[config.mk]
export PLATFORM = sky130hd
export DESIGN_NAME = base64_stream_decoder
export DESIGN_NICKNAME = d
export VERILOG_FILES = /design/src/rtl/b64dec_pkg.sv /design/src/rtl/b64dec_step.sv /design/src/rtl/b64dec_out_queue.sv /design/src/rtl/base64_stream_decoder.sv
export SDC_FILE = /design/constraint.sdc
export NUM_CORES = 1
export LEC_CHECK = 0
export ABC_AREA = 1
export BUFFER_PORTS_ARGS = -buffer_cell sky130_fd_sc_hd__clkbuf_2
export CAP_MARGIN = 40
export CORE_MARGIN = 10
export CORE_UTILIZATION = 40
export CTS_BUF_LIST = sky130_fd_sc_hd__clkbuf_16
export DETAILED_ROUTE_END_ITERATION = 7
export HOLD_SLACK_MARGIN = 0.06
export PLACE_DENSITY = 0.63
export SYNTH_ARGS = -nofsm -noshare
export SYNTH_HDL_FRONTEND = slang
export SYNTH_SLANG_ARGS = --single-unit
[constraint.sdc]
create_clock -name clk -period 5.4 [get_ports clk]
set_input_delay 0.27 -clock clk [delete_from_list [all_inputs] [get_ports clk]]
set_output_delay 0.27 -clock clk [all_outputs]
set_load 0.02 [all_outputs]
[src/rtl/b64dec_pkg.sv]
// Shared types, codes and the character-to-sextet table of the base64 stream decoder.
package b64dec_pkg;

    // Result-group queue between the decode step and the output serializer
    localparam int unsigned GRP_DEPTH = 4;
    localparam int unsigned GRP_PTR_W = $clog2(GRP_DEPTH);
    localparam int unsigned GRP_CNT_W = $clog2(GRP_DEPTH + 1);

    // Bit value of a sextet that is not in the alphabet
    localparam logic [6:0] SEXTET_NONE = 7'd64;

    // Characters with a meaning of their own
    localparam logic [7:0] CH_TAB   = 8'h09;
    localparam logic [7:0] CH_LF    = 8'h0A;
    localparam logic [7:0] CH_VT    = 8'h0B;
    localparam logic [7:0] CH_FF    = 8'h0C;
    localparam logic [7:0] CH_CR    = 8'h0D;
    localparam logic [7:0] CH_SPACE = 8'h20;
    localparam logic [7:0] CH_PLUS  = 8'h2B;
    localparam logic [7:0] CH_SLASH = 8'h2F;
    localparam logic [7:0] CH_DIG0  = 8'h30;
    localparam logic [7:0] CH_DIG9  = 8'h39;
    localparam logic [7:0] CH_PAD   = 8'h3D;
    localparam logic [7:0] CH_UPA   = 8'h41;
    localparam logic [7:0] CH_UPZ   = 8'h5A;
    localparam logic [7:0] CH_LOA   = 8'h61;
    localparam logic [7:0] CH_LOZ   = 8'h7A;

    // Status codes carried on the last result of an item
    localparam logic [1:0] STAT_RUNNING  = 2'd0;
    localparam logic [1:0] STAT_OK       = 2'd1;
    localparam logic [1:0] STAT_BAD_CHAR = 2'd2;
    localparam logic [1:0] STAT_MID_GRP  = 2'd3;

    typedef enum logic [1:0] {
        PH_SKIP  = 2'd0,
        PH_RUN   = 2'd1,
        PH_DRAIN = 2'd2
    } phase_t;

    // All results caused by one input item
    typedef struct packed {
        logic [2:0][7:0] bytes;     // bytes[0] goes out first
        logic [1:0]      n_bytes;   // 0 to 3 decoded bytes
        logic [1:0]      status;
    } res_grp_t;

    function automatic logic [6:0] sextet_of(input logic [7:0] c);
        logic [6:0] v;
        v = SEXTET_NONE;
        if (c >= CH_UPA && c <= CH_UPZ)
        begin
            v = 7'(c - CH_UPA);
        end
        else if (c >= CH_LOA && c <= CH_LOZ)
        begin
            v = 7'(c - CH_LOA + 8'd26);
        end
        else if (c >= CH_DIG0 && c <= CH_DIG9)
        begin
            v = 7'(c - CH_DIG0 + 8'd52);
        end
        else if (c == CH_PLUS)
        begin
            v = 7'd62;
        end
        else if (c == CH_SLASH)
        begin
            v = 7'd63;
        end
        return v;
    endfunction

    function automatic logic is_lead_space(input logic [7:0] c);
        return (c == CH_SPACE) || (c == CH_TAB) || (c == CH_LF) || (c == CH_VT) ||
               (c == CH_FF) || (c == CH_CR);
    endfunction

endpackage

[src/rtl/b64dec_step.sv]
// Decode state and the per-character step that turns one item into a result group.
module b64dec_step
(
    input  logic                clk,
    input  logic                rst_n,
    input  logic                fire,
    input  logic [7:0]          in_char,
    input  logic                end_of_stream,
    output b64dec_pkg::res_grp_t grp
);

    b64dec_pkg::phase_t phase_reg, phase_next;
    logic [1:0]         slot_reg, slot_next;
    logic [23:0]        bits_reg, bits_next;
    logic               saw_nl_reg, saw_nl_next;

    logic [6:0]         sextet;
    logic [23:0]        merged;
    logic               ph_run;

    assign sextet = b64dec_pkg::sextet_of(in_char);
    assign ph_run = (phase_reg == b64dec_pkg::PH_RUN);

    always_comb
    begin
        merged = bits_reg;
        case (slot_reg)
            2'd0: merged[23:18] = bits_reg[23:18] | sextet[5:0];
            2'd1: merged[17:12] = bits_reg[17:12] | sextet[5:0];
            2'd2: merged[11:6]  = bits_reg[11:6]  | sextet[5:0];
            default: merged[5:0] = bits_reg[5:0] | sextet[5:0];
        endcase
    end

    always_comb
    begin
        phase_next   = phase_reg;
        slot_next    = slot_reg;
        bits_next    = bits_reg;
        saw_nl_next  = saw_nl_reg;
        grp.bytes    = '0;
        grp.n_bytes  = 2'd0;
        grp.status   = b64dec_pkg::STAT_RUNNING;

        if (end_of_stream)
        begin
            grp.status  = (ph_run && slot_reg != 2'd0) ? b64dec_pkg::STAT_MID_GRP
                                                       : b64dec_pkg::STAT_OK;
            phase_next  = b64dec_pkg::PH_SKIP;
            slot_next   = 2'd0;
            bits_next   = '0;
            saw_nl_next = 1'b0;
        end
        else if (phase_reg == b64dec_pkg::PH_DRAIN)
        begin
            if (in_char == b64dec_pkg::CH_SPACE || in_char == b64dec_pkg::CH_TAB ||
                in_char == b64dec_pkg::CH_LF)
            begin
                phase_next = b64dec_pkg::PH_SKIP;
            end
        end
        else if (!ph_run && b64dec_pkg::is_lead_space(in_char))
        begin
            // hold: leading whitespace
        end
        else
        begin
            phase_next = b64dec_pkg::PH_RUN;
            if (in_char == b64dec_pkg::CH_LF)
            begin
                if (saw_nl_reg)
                begin
                    // blank line ends the message, partial group dropped
                    grp.status  = b64dec_pkg::STAT_OK;
                    phase_next  = b64dec_pkg::PH_SKIP;
                    slot_next   = 2'd0;
                    bits_next   = '0;
                    saw_nl_next = 1'b0;
                end
                else
                begin
                    saw_nl_next = 1'b1;
                end
            end
            else if (in_char == b64dec_pkg::CH_CR)
            begin
                // drop
            end
            else if (in_char == b64dec_pkg::CH_PAD)
            begin
                if (slot_reg == 2'd2 || slot_reg == 2'd3)
                begin
                    grp.bytes[0] = bits_reg[23:16];
                    grp.bytes[1] = bits_reg[15:8];
                    grp.n_bytes  = (slot_reg == 2'd2) ? 2'd1 : 2'd2;
                    grp.status   = b64dec_pkg::STAT_OK;
                    phase_next   = b64dec_pkg::PH_DRAIN;
                    slot_next    = 2'd0;
                    bits_next    = '0;
                    saw_nl_next  = 1'b0;
                end
                else
                begin
                    slot_next = slot_reg + 2'd1;
                end
            end
            else if (sextet == b64dec_pkg::SEXTET_NONE)
            begin
                grp.status  = b64dec_pkg::STAT_BAD_CHAR;
                phase_next  = b64dec_pkg::PH_SKIP;
                slot_next   = 2'd0;
                bits_next   = '0;
                saw_nl_next = 1'b0;
            end
            else
            begin
                saw_nl_next = 1'b0;
                if (slot_reg == 2'd3)
                begin
                    grp.bytes[0] = merged[23:16];
                    grp.bytes[1] = merged[15:8];
                    grp.bytes[2] = merged[7:0];
                    grp.n_bytes  = 2'd3;
                    bits_next    = '0;
                    slot_next    = 2'd0;
                end
                else
                begin
                    bits_next = merged;
                    slot_next = slot_reg + 2'd1;
                end
            end
        end
    end

    always_ff @(posedge clk or negedge rst_n)
    begin
        if (!rst_n)
        begin
            phase_reg  <= b64dec_pkg::PH_SKIP;
            slot_reg   <= 2'd0;
            bits_reg   <= '0;
            saw_nl_reg <= 1'b0;
        end
        else if (fire)
        begin
            phase_reg  <= phase_next;
            slot_reg   <= slot_next;
            bits_reg   <= bits_next;
            saw_nl_reg <= saw_nl_next;
        end
    end

endmodule

[src/rtl/b64dec_out_queue.sv]
// Result-group queue and the serializer that sends each group out one result per transfer.
module b64dec_out_queue
(
    input  logic                 clk,
    input  logic                 rst_n,
    input  logic                 push,
    input  b64dec_pkg::res_grp_t grp,
    output logic                 full,
    output logic                 m_axis_tvalid,
    input  logic                 m_axis_tready,
    output logic [7:0]           m_axis_tdata,
    output logic [2:0]           m_axis_tuser,
    output logic                 m_axis_tlast
);

    b64dec_pkg::res_grp_t                  grp_reg [b64dec_pkg::GRP_DEPTH];
    logic [b64dec_pkg::GRP_PTR_W-1:0]      wr_ptr_reg, rd_ptr_reg;
    logic [b64dec_pkg::GRP_CNT_W-1:0]      cnt_reg, cnt_next;
    logic [1:0]                            idx_reg;

    b64dec_pkg::res_grp_t                  head;
    logic                                  is_last;
    logic                                  xfer;
    logic                                  pop;

    assign head          = grp_reg[rd_ptr_reg];
    assign full          = (cnt_reg == b64dec_pkg::GRP_CNT_W'(b64dec_pkg::GRP_DEPTH));
    assign m_axis_tvalid = (cnt_reg != '0);
    assign is_last       = (head.n_bytes == 2'd0) || (idx_reg == head.n_bytes - 2'd1);
    assign xfer          = m_axis_tvalid && m_axis_tready;
    assign pop           = xfer && is_last;

    always_comb
    begin
        m_axis_tdata    = '0;
        m_axis_tuser    = '0;
        if (head.n_bytes != 2'd0)
        begin
            m_axis_tdata    = head.bytes[idx_reg];
            m_axis_tuser[0] = 1'b1;
        end
        m_axis_tuser[2:1] = is_last ? head.status : b64dec_pkg::STAT_RUNNING;
        m_axis_tlast      = is_last;
    end

    always_comb
    begin
        cnt_next = cnt_reg;
        if (push && !pop)
        begin
            cnt_next = cnt_reg + b64dec_pkg::GRP_CNT_W'(1);
        end
        else if (!push && pop)
        begin
            cnt_next = cnt_reg - b64dec_pkg::GRP_CNT_W'(1);
        end
    end

    always_ff @(posedge clk)
    begin
        if (push)
        begin
            grp_reg[wr_ptr_reg] <= grp;
        end
    end

    always_ff @(posedge clk or negedge rst_n)
    begin
        if (!rst_n)
        begin
            wr_ptr_reg <= '0;
            rd_ptr_reg <= '0;
            cnt_reg    <= '0;
            idx_reg    <= 2'd0;
        end
        else
        begin
            cnt_reg <= cnt_next;
            if (push)
            begin
                wr_ptr_reg <= wr_ptr_reg + b64dec_pkg::GRP_PTR_W'(1);
            end
            if (pop)
            begin
                rd_ptr_reg <= rd_ptr_reg + b64dec_pkg::GRP_PTR_W'(1);
                idx_reg    <= 2'd0;
            end
            else if (xfer)
            begin
                idx_reg <= idx_reg + 2'd1;
            end
        end
    end

endmodule

[src/rtl/base64_stream_decoder.sv]
// Top level of the base64 stream decoder: input register, decode step and result queue.
//
//  channel  | dir | payload                                      | ends with
//  s_axis   | in  | tdata[7:0] in_char, tuser[0] end_of_stream   | -
//  m_axis   | out | tdata[7:0] data_byte,                         | tlast = last
//           |     | tuser[0] data_valid, tuser[2:1] status       |
//
// One character a cycle is taken in when not stalled; it is decoded from the input
// register into a four-deep queue of result groups. A group yields one to three output
// transfers, one per cycle while tready is high, so the output side sets the sustained
// rate when it carries more than one result per character. Input stalls only when the
// input register is full and the group queue is full. Reset clears the decode state, the
// input register and the queue; no item is lost or repeated under stalls on either side.
module base64_stream_decoder
(
    input  logic       clk,
    input  logic       rst_n,
    input  logic       s_axis_tvalid,
    output logic       s_axis_tready,
    input  logic [7:0] s_axis_tdata,    // [7:0] in_char
    input  logic       s_axis_tuser,    // [0] end_of_stream
    output logic       m_axis_tvalid,
    input  logic       m_axis_tready,
    output logic [7:0] m_axis_tdata,    // [7:0] data_byte
    output logic [2:0] m_axis_tuser,    // [0] data_valid, [2:1] status
    output logic       m_axis_tlast
);

    logic                 in_valid_reg;
    logic [7:0]           in_char_reg;
    logic                 in_eos_reg;

    logic                 q_full;
    logic                 fire;
    b64dec_pkg::res_grp_t grp;

    assign fire          = in_valid_reg && !q_full;
    assign s_axis_tready = !in_valid_reg || fire;

    always_ff @(posedge clk or negedge rst_n)
    begin
        if (!rst_n)
        begin
            in_valid_reg <= 1'b0;
        end
        else if (s_axis_tready)
        begin
            in_valid_reg <= s_axis_tvalid;
        end
    end

    // hold the payload until the decode step takes it
    always_ff @(posedge clk)
    begin
        if (s_axis_tvalid && s_axis_tready)
        begin
            in_char_reg <= s_axis_tdata;
            in_eos_reg  <= s_axis_tuser;
        end
    end

    b64dec_step u_step
    (
        .clk           (clk),
        .rst_n         (rst_n),
        .fire          (fire),
        .in_char       (in_char_reg),
        .end_of_stream (in_eos_reg),
        .grp           (grp)
    );

    b64dec_out_queue u_out_queue
    (
        .clk           (clk),
        .rst_n         (rst_n),
        .push          (fire),
        .grp           (grp),
        .full          (q_full),
        .m_axis_tvalid (m_axis_tvalid),
        .m_axis_tready (m_axis_tready),
        .m_axis_tdata  (m_axis_tdata),
        .m_axis_tuser  (m_axis_tuser),
        .m_axis_tlast  (m_axis_tlast)
    );

endmodule
# Word level (Yosys, flattened, before mapping)

Memories as Yosys holds them, arrays and structs flattened.
Index checks and enable logic that the tools add are counted.

Magnitude comparators: 7
Muxes and demuxes: 74
Shifts and indexed selects: 0
Divide/modulo/power cells: 0
Add/subtract/negate cells: 12
Bitwise gates (word level): 4
Multiply operators: 0
Reductions and logical operators: 36
Equal/unequal tests: 24

Operators by type and width:

| cell                                                                                 | number |
|---|---|
| 24-bit two-way mux                                                                   | 10 |
| 26-bit two-way mux                                                                   | 4 |
| 28-bit two-way mux                                                                   | 3 |
| 2-bit two-way mux                                                                    | 26 |
| 8-bit by 4-bit == test with 1-bit output (second input constant)                     | 5 |
| 20-bit two-way mux                                                                   | 2 |
| 7-bit two-way mux                                                                    | 5 |
| 8-bit by 6-bit == test with 1-bit output (second input constant)                     | 4 |
| 6-bit two-way mux                                                                    | 4 |
| 8-bit two-way mux                                                                    | 3 |
| 6-bit OR                                                                             | 4 |
| 8-bit binary-select mux with 2-bit select                                            | 1 |
| 8-bit by 7-bit greater-or-equal comparator with 1-bit output (second input constant) | 2 |
| 8-bit by 7-bit less-or-equal comparator with 1-bit output (second input constant)    | 2 |
| 1-bit two-way mux                                                                    | 14 |
| 7-bit subtractor (second input constant)                                             | 2 |
| 1-bit logical AND                                                                    | 11 |
| 5-bit AND reduction                                                                  | 2 |
| 3-bit by 2-bit inequality test with 1-bit output (second input constant)             | 3 |
| 2-bit by 1-bit adder with 2-bit output (second input constant)                       | 4 |
| 8-bit by 6-bit greater-or-equal comparator with 1-bit output (second input constant) | 1 |
| 8-bit by 6-bit less-or-equal comparator with 1-bit output (second input constant)    | 1 |
| 1-bit logical OR                                                                     | 8 |
| 2-bit nonzero test                                                                   | 4 |
| other kinds (22)                                                                     | 32 |

Bits in writable memories: 112
Memories kept: 1
ROM bits: 0
Register bits after elaboration: 48
Latch bits: 0

Memory list:

| name                | depth | width | rd ports | clocked after memory_dff | write ports | RTL line               | source |
|---|---|---|---|---|---|---|---|
| u_out_queue.grp_reg | 4     | 28    | 1        | 0                        | 1           | b64dec_out_queue.sv:16 | `b64dec_pkg::res_grp_t grp_reg [b64dec_pkg::GRP_DEPTH];` |

# Longest topological paths before layout

Word-level depth: 16
Gate-level depth with buffers: 17
Depth with buffers taken out: 16

# Modules after synthesis

A second synthesis with hierarchy kept.

Cell total of the unflattened synthesis: 875
Area, all modules: 8211.6 sq um

Modules (own cells, without submodules):

| module                | area each (sq um) | cells an instance | sequential area each (sq um) | instances |
|---|---|---|---|---|
| b64dec_out_queue      | 4987.3            | 392               | 3588.4                       | 1 |
| b64dec_step           | 2905.3            | 467               | 725.7                        | 1 |
| base64_stream_decoder | 319.1             | 16                | 295.3                        | 1 |

# Worst setup path before layout

No wires, ideal clock.

Path kind: register to register
From: reg u_out_queue.rd_ptr_reg[0] (netlist name)
To: reg u_out_queue.cnt_reg[2] (netlist name)
Period minus slack after synthesis: 3.187 ns
Cell stages (with the launch flop): 17
Library setup time: 0.131 ns
Path buffers: 3
Arrival time: 3.056 ns
Path slack: 2.213 ns
Path through: dfrtp_1 inv_1 clkbuf_1 clkbuf_1 nand2_1 a32o_1 ha_1 clkbuf_1 inv_1 nand2_1 nand2_1 ha_1 inv_1 fa_1 a21oi_1 o21ai_0 xor2_1

Longest elaborated chain between the ends: 8

RTL lines:

| what                                                    | RTL line                    | source |
|---|---|---|
| start, declared                                         | b64dec_out_queue.sv:17      | `logic [b64dec_pkg::GRP_PTR_W-1:0] wr_ptr_reg, rd_ptr_reg;` |
| start signal, assigned                                  | b64dec_out_queue.sv:85      | `rd_ptr_reg <= rd_ptr_reg + b64dec_pkg::GRP_PTR_W'(1);` |
| memory 4 x 28 bit (*)                                   | --                          |  |
| 2-bit by 1-bit subtractor with 2-bit output             | b64dec_out_queue.sv:29      | `assign is_last = (head.n_bytes == 2'd0) \|\| (idx_reg == head.n_bytes - 2'd1);` |
| 2-bit == test                                           | b64dec_out_queue.sv:29      |  |
| 1-bit logical OR (*)                                    | b64dec_out_queue.sv:29      |  |
| named net m_axis_tlast                                  | base64_stream_decoder.sv:26 | `output logic m_axis_tlast` |
| 1-bit logical AND (*)                                   | b64dec_out_queue.sv:31      | `assign pop = xfer && is_last;` |
| 1-bit zero test                                         | b64dec_out_queue.sv:49      | `if (push && !pop)` |
| 1-bit logical AND                                       | b64dec_out_queue.sv:49      |  |
| 3-bit two-way mux or 2-bit nonzero test (tied branches) | --                          |  |
| end signal, assigned                                    | b64dec_out_queue.sv:78      | `cnt_reg <= cnt_next;` |
| end, declared                                           | b64dec_out_queue.sv:18      | `logic [b64dec_pkg::GRP_CNT_W-1:0] cnt_reg, cnt_next;` |

Mark *: on every way through the listed nets, which the timed path passes. The rest lies on a longest branch.
A chain may end at the register's enable or synchronous reset.

# Final worst setup path

From: reg u_out_queue.rd_ptr_reg[0] (netlist name)
To: reg u_out_queue.cnt_reg[2] (netlist name)

Longest elaborated chain between the ends: 8

RTL lines:

| what                                                    | RTL line |
|---|---|
| memory 4 x 28 bit (*)                                   | -- |
| 2-bit by 1-bit subtractor with 2-bit output             | b64dec_out_queue.sv:29 |
| 2-bit == test                                           | b64dec_out_queue.sv:29 |
| 1-bit logical OR (*)                                    | b64dec_out_queue.sv:29 |
| 1-bit logical AND (*)                                   | b64dec_out_queue.sv:31 |
| 1-bit zero test                                         | b64dec_out_queue.sv:49 |
| 1-bit logical AND                                       | b64dec_out_queue.sv:49 |
| 3-bit two-way mux or 2-bit nonzero test (tied branches) | -- |

Every way passes the cells marked *; elsewhere a longest branch is shown, timed or not.

==> impl_results.md <==
* Crit Path Class: flop to flop
* Most frequent cells in the layout: 182 x nand2_1, 121 x edfxtp_1, 99 x nor2_1, 65 x inv_1, 61 x a21oi_1
* Most frequent CP cell: nand2_1
* Tightest Pin Transition at 871.0 ps
* Arr. time, crit path at 3750 ps
* Worst vdd ir at 0.2141 mV
* CTS tree: built
* First drt pass iteration count at 6
* Area Overhead vs Synth at 12.65%
* Crit-path slowest cell: dfrtp_1
* Filler cells at 1866
* Leak Pwr at 3.696 nW
* Total CTS buffers at 17
* Initial core utilization at 40.50%
* Fin. Hold Viols at 0
* Design Area, Final at 9201 um2
* Hold path start: s_axis_tvalid
* Cells on worst reg2reg path at 16
* Type of origin of the critical path: flop
* Crit-path leading delay family: adder cells
* N_diodes at 0
* Worst hold path cell count at 3
* Commonest non-fill, non-tap cell in the layout: nand2_1
* Slew headroom at 41.93%
* Max Clock Freq at 0.2904 GHz
* Pwr Total at 4.671 mW
* Clock skew at 10.26 ps
* Max reg flops at 112
* Hold Path Sink: in_valid_reg
* H-tree levels at 4
* Distinct cells, synth at 43
* Sink Count at 160
* Syn avg cell area at 9.520 um2
* Setup-failing EPs final at 0
* Multiplexer share of the synthesized area at 0%
* PD cells at 507.6 nW/um2
* Total core area at 20170 um2
* Vias post-DR at 6056
* Xor and xnor fraction of the mapped netlist area at 1.180%
* Max-cap viol count at 0
* Antenna violations before repair at 0
* GP Congestion at 0.8460
* Cells after Synth at 858
* Synth warn at 0
* Max Root-Sink Buffers at 2
* Netlist Area Pre-Place at 8168 um2
* GRT Util Overall at 15.10%
* Minimum clock period at 3443 ps
* Sequential area share after synthesis at 56.43%
* Worst skew pair latency at 430 ps
* Slew Viols, Final at 0
* Reg-to-reg setup timing slack at 1960 ps
* Port Buf Inserts at 26
* IO Count at 27
* Crit Path Max Fanout at 38
* Clk slew on worst S/H paths at 70 ps
* Main combinational cell family by area after synthesis: simple AND/OR/NAND/NOR gates
* Largest net degree at the start of global routing at 46
* Post-DR vias/cell at 5.189
* DRC violations left at 0
* WP data required at 5710 ps
* Compound-Gate Fraction of Synth Area at 11.98%
* Worst Setup End Kind: flop
* Layout cell share with drive strength beyond 1 at 13.38%
* First-pass GRT wire length at 31.78 mm
* Period utilization at 63.77%
* GRT overflow at 0
* Die area at 26530 um2
* DRT antenna net count at 0
* R2r endpoint: u_out_queue.cnt_reg[2]
* Setup TNS at 0 ps
* Syn_nets at 894
* Final net count at 920
* HPWL after DPL at 12.48 mm
* Reg2reg start: u_out_queue.rd_ptr_reg[0]
* Root buf cell: clkbuf_16
* Simple-Gate Fraction of Synth Area at 21.05%
* Detailed Route WL at 19.53 mm
* Initial DRC Count at 472
* Crit path buf inv count at 2
* Hold Path Class: input pin to flop
* Crit-path max cell delay at 750 ps
* Critical path cell sequence: buf_4 -> nand2_1 -> nand3_1 -> nand2_1 -> ha_1 -> xnor2_1 -> a21oi_1 -> o21ai_0 -> nand2_1 -> nand2_1 -> ha_1 -> inv_1 -> fa_1 -> a21oi_1 -> o21ai_0 -> xor2_1
* Synth Area in Adders at 3.615%
* Site Rows at 52
* #FFs+latches synth at 160
* Routed wire per std cell at 16.73 um
* RSZ-0062 raised after global routing: false
* Die height at 162.9 um
* Placed cell area at 8514 um2
* Number of global-route vias before repair at 6037
* Status: completed
* Die X at 162.9 um
[metal layers]
layer / share of wire [%] / vias to the layer above / track usage [%]
met5: 0 / - / 0
met4: 1.7 / 0 / 4.672
met2: 47 / 151 / 24.34
met1: 47 / 2893 / 19.88
met3: 4.2 / 28 / 3.286
li1: - / 2984 / -
[worst max path at each step]
stage | startpoint | to | slack [ps] | cells after the start
after global placement | u_out_queue.rd_ptr_reg[0] | u_out_queue.cnt_reg[2] | 1990 | 16
after global routing | u_out_queue.rd_ptr_reg[0] | u_out_queue.cnt_reg[2] | 1510 | 16
after floorplan | u_out_queue.rd_ptr_reg[0] | u_out_queue.cnt_reg[2] | 2210 | 16
after detailed placement | u_out_queue.rd_ptr_reg[0] | u_out_queue.cnt_reg[2] | 1960 | 16
after CTS | u_out_queue.rd_ptr_reg[0] | u_out_queue.cnt_reg[2] | 1960 | 16
final | u_out_queue.rd_ptr_reg[0] | u_out_queue.cnt_reg[2] | 1960 | 16
[cell type report]
class,count,area [um2],share of cell area [%]
Clock buffer,17,425.4,4.623
Timing Repair Buffer,45,297.8,3.236
Clock inverter,15,161.4,1.754
Multi-Input combinational cell,588,3099,33.68
Inverter,72,270.3,2.937
Sequential cell,160,4609,50.10
Tap cell,270,337.8,3.671
[Yosys cell counts, drive strengths merged]
| library cell | number | area, um2 |
|---|---|---|
| o21ai | 63 | 315.3 |
| nor2b | 1 | 13.76 |
| fa | 1 | 20.02 |
| dfrtp | 39 | 975.9 |
| a21oi | 73 | 410.4 |
| o31ai | 1 | 12.51 |
| nor2 | 114 | 475.5 |
| clkbuf | 24 | 90.09 |
| a32o | 1 | 10.01 |
| a31oi | 1 | 6.260 |
| a21o | 1 | 7.510 |
| inv | 69 | 259.0 |
| nor3b | 1 | 7.510 |
| o21a | 1 | 7.510 |
| o221ai | 14 | 122.6 |
| nand2 | 193 | 767.0 |
| nand3b | 1 | 7.510 |
| o2111ai | 1 | 8.760 |
| nand4 | 5 | 31.28 |
| nor4 | 1 | 6.260 |
| clkinv | 3 | 11.26 |
| nand3 | 60 | 350.3 |
| edfxtp | 121 | 3633 |
| ha | 22 | 275.3 |
| nor3 | 10 | 60.06 |
| xnor2 | 2 | 17.52 |
| xor2 | 9 | 78.83 |
| buf | 14 | 108.9 |
| o211ai | 2 | 15.01 |
| o22ai | 10 | 62.56 |
[worst reg2reg max path: stages (launching register included)]
cell and delay (ps):
dfrtp_1 750, buf_4 470, nand2_1 90, nand3_1 90
nand2_1 100, ha_1 310, xnor2_1 130, a21oi_1 50
o21ai_0 80, nand2_1 120, nand2_1 140, ha_1 160
inv_1 60, fa_1 380, a21oi_1 150, o21ai_0 110
xor2_1 150
[report_power, final]
group          switching [mW]  internal (mW)
registers               0.146           1.61
clock network           0.563          0.620
logic                    1.22          0.511
total                    1.93           2.74
[repair_timing]
item | 4_1_cts | 5_1_grt
hold buffers | 10 | 0
hold endpoints to repair | 48 | 0
resized for setup | 0 | 0
setup buffers | 0 | 0
[through the flow]
step | hold slack (ps) | util [%] | cells | setup WS, ps
6_report | 78.49 | 45.62 | 1167 | 1957
2_1_floorplan | -25.59 | - | 858 | 2213
3_5_place_dp | 396.0 | 42.21 | 1125 | 1959
5_1_grt | 86.53 | 45.62 | 1167 | 1514
3_3_place_gp | 396.3 | 42.21 | 1125 | 1991
4_1_cts | 71.48 | 45.62 | 1167 | 1956
[kinds of logic (layout without fill, tap and decap cells)]
logic type      Yosys count  after routing
simple gates            386            386
compound gates          168            168
flops                   160            160
buf+inv                 110            149
fa+ha+maj                23             23
xor+xnor                 11             11
(Power assumes the default switching activity.)
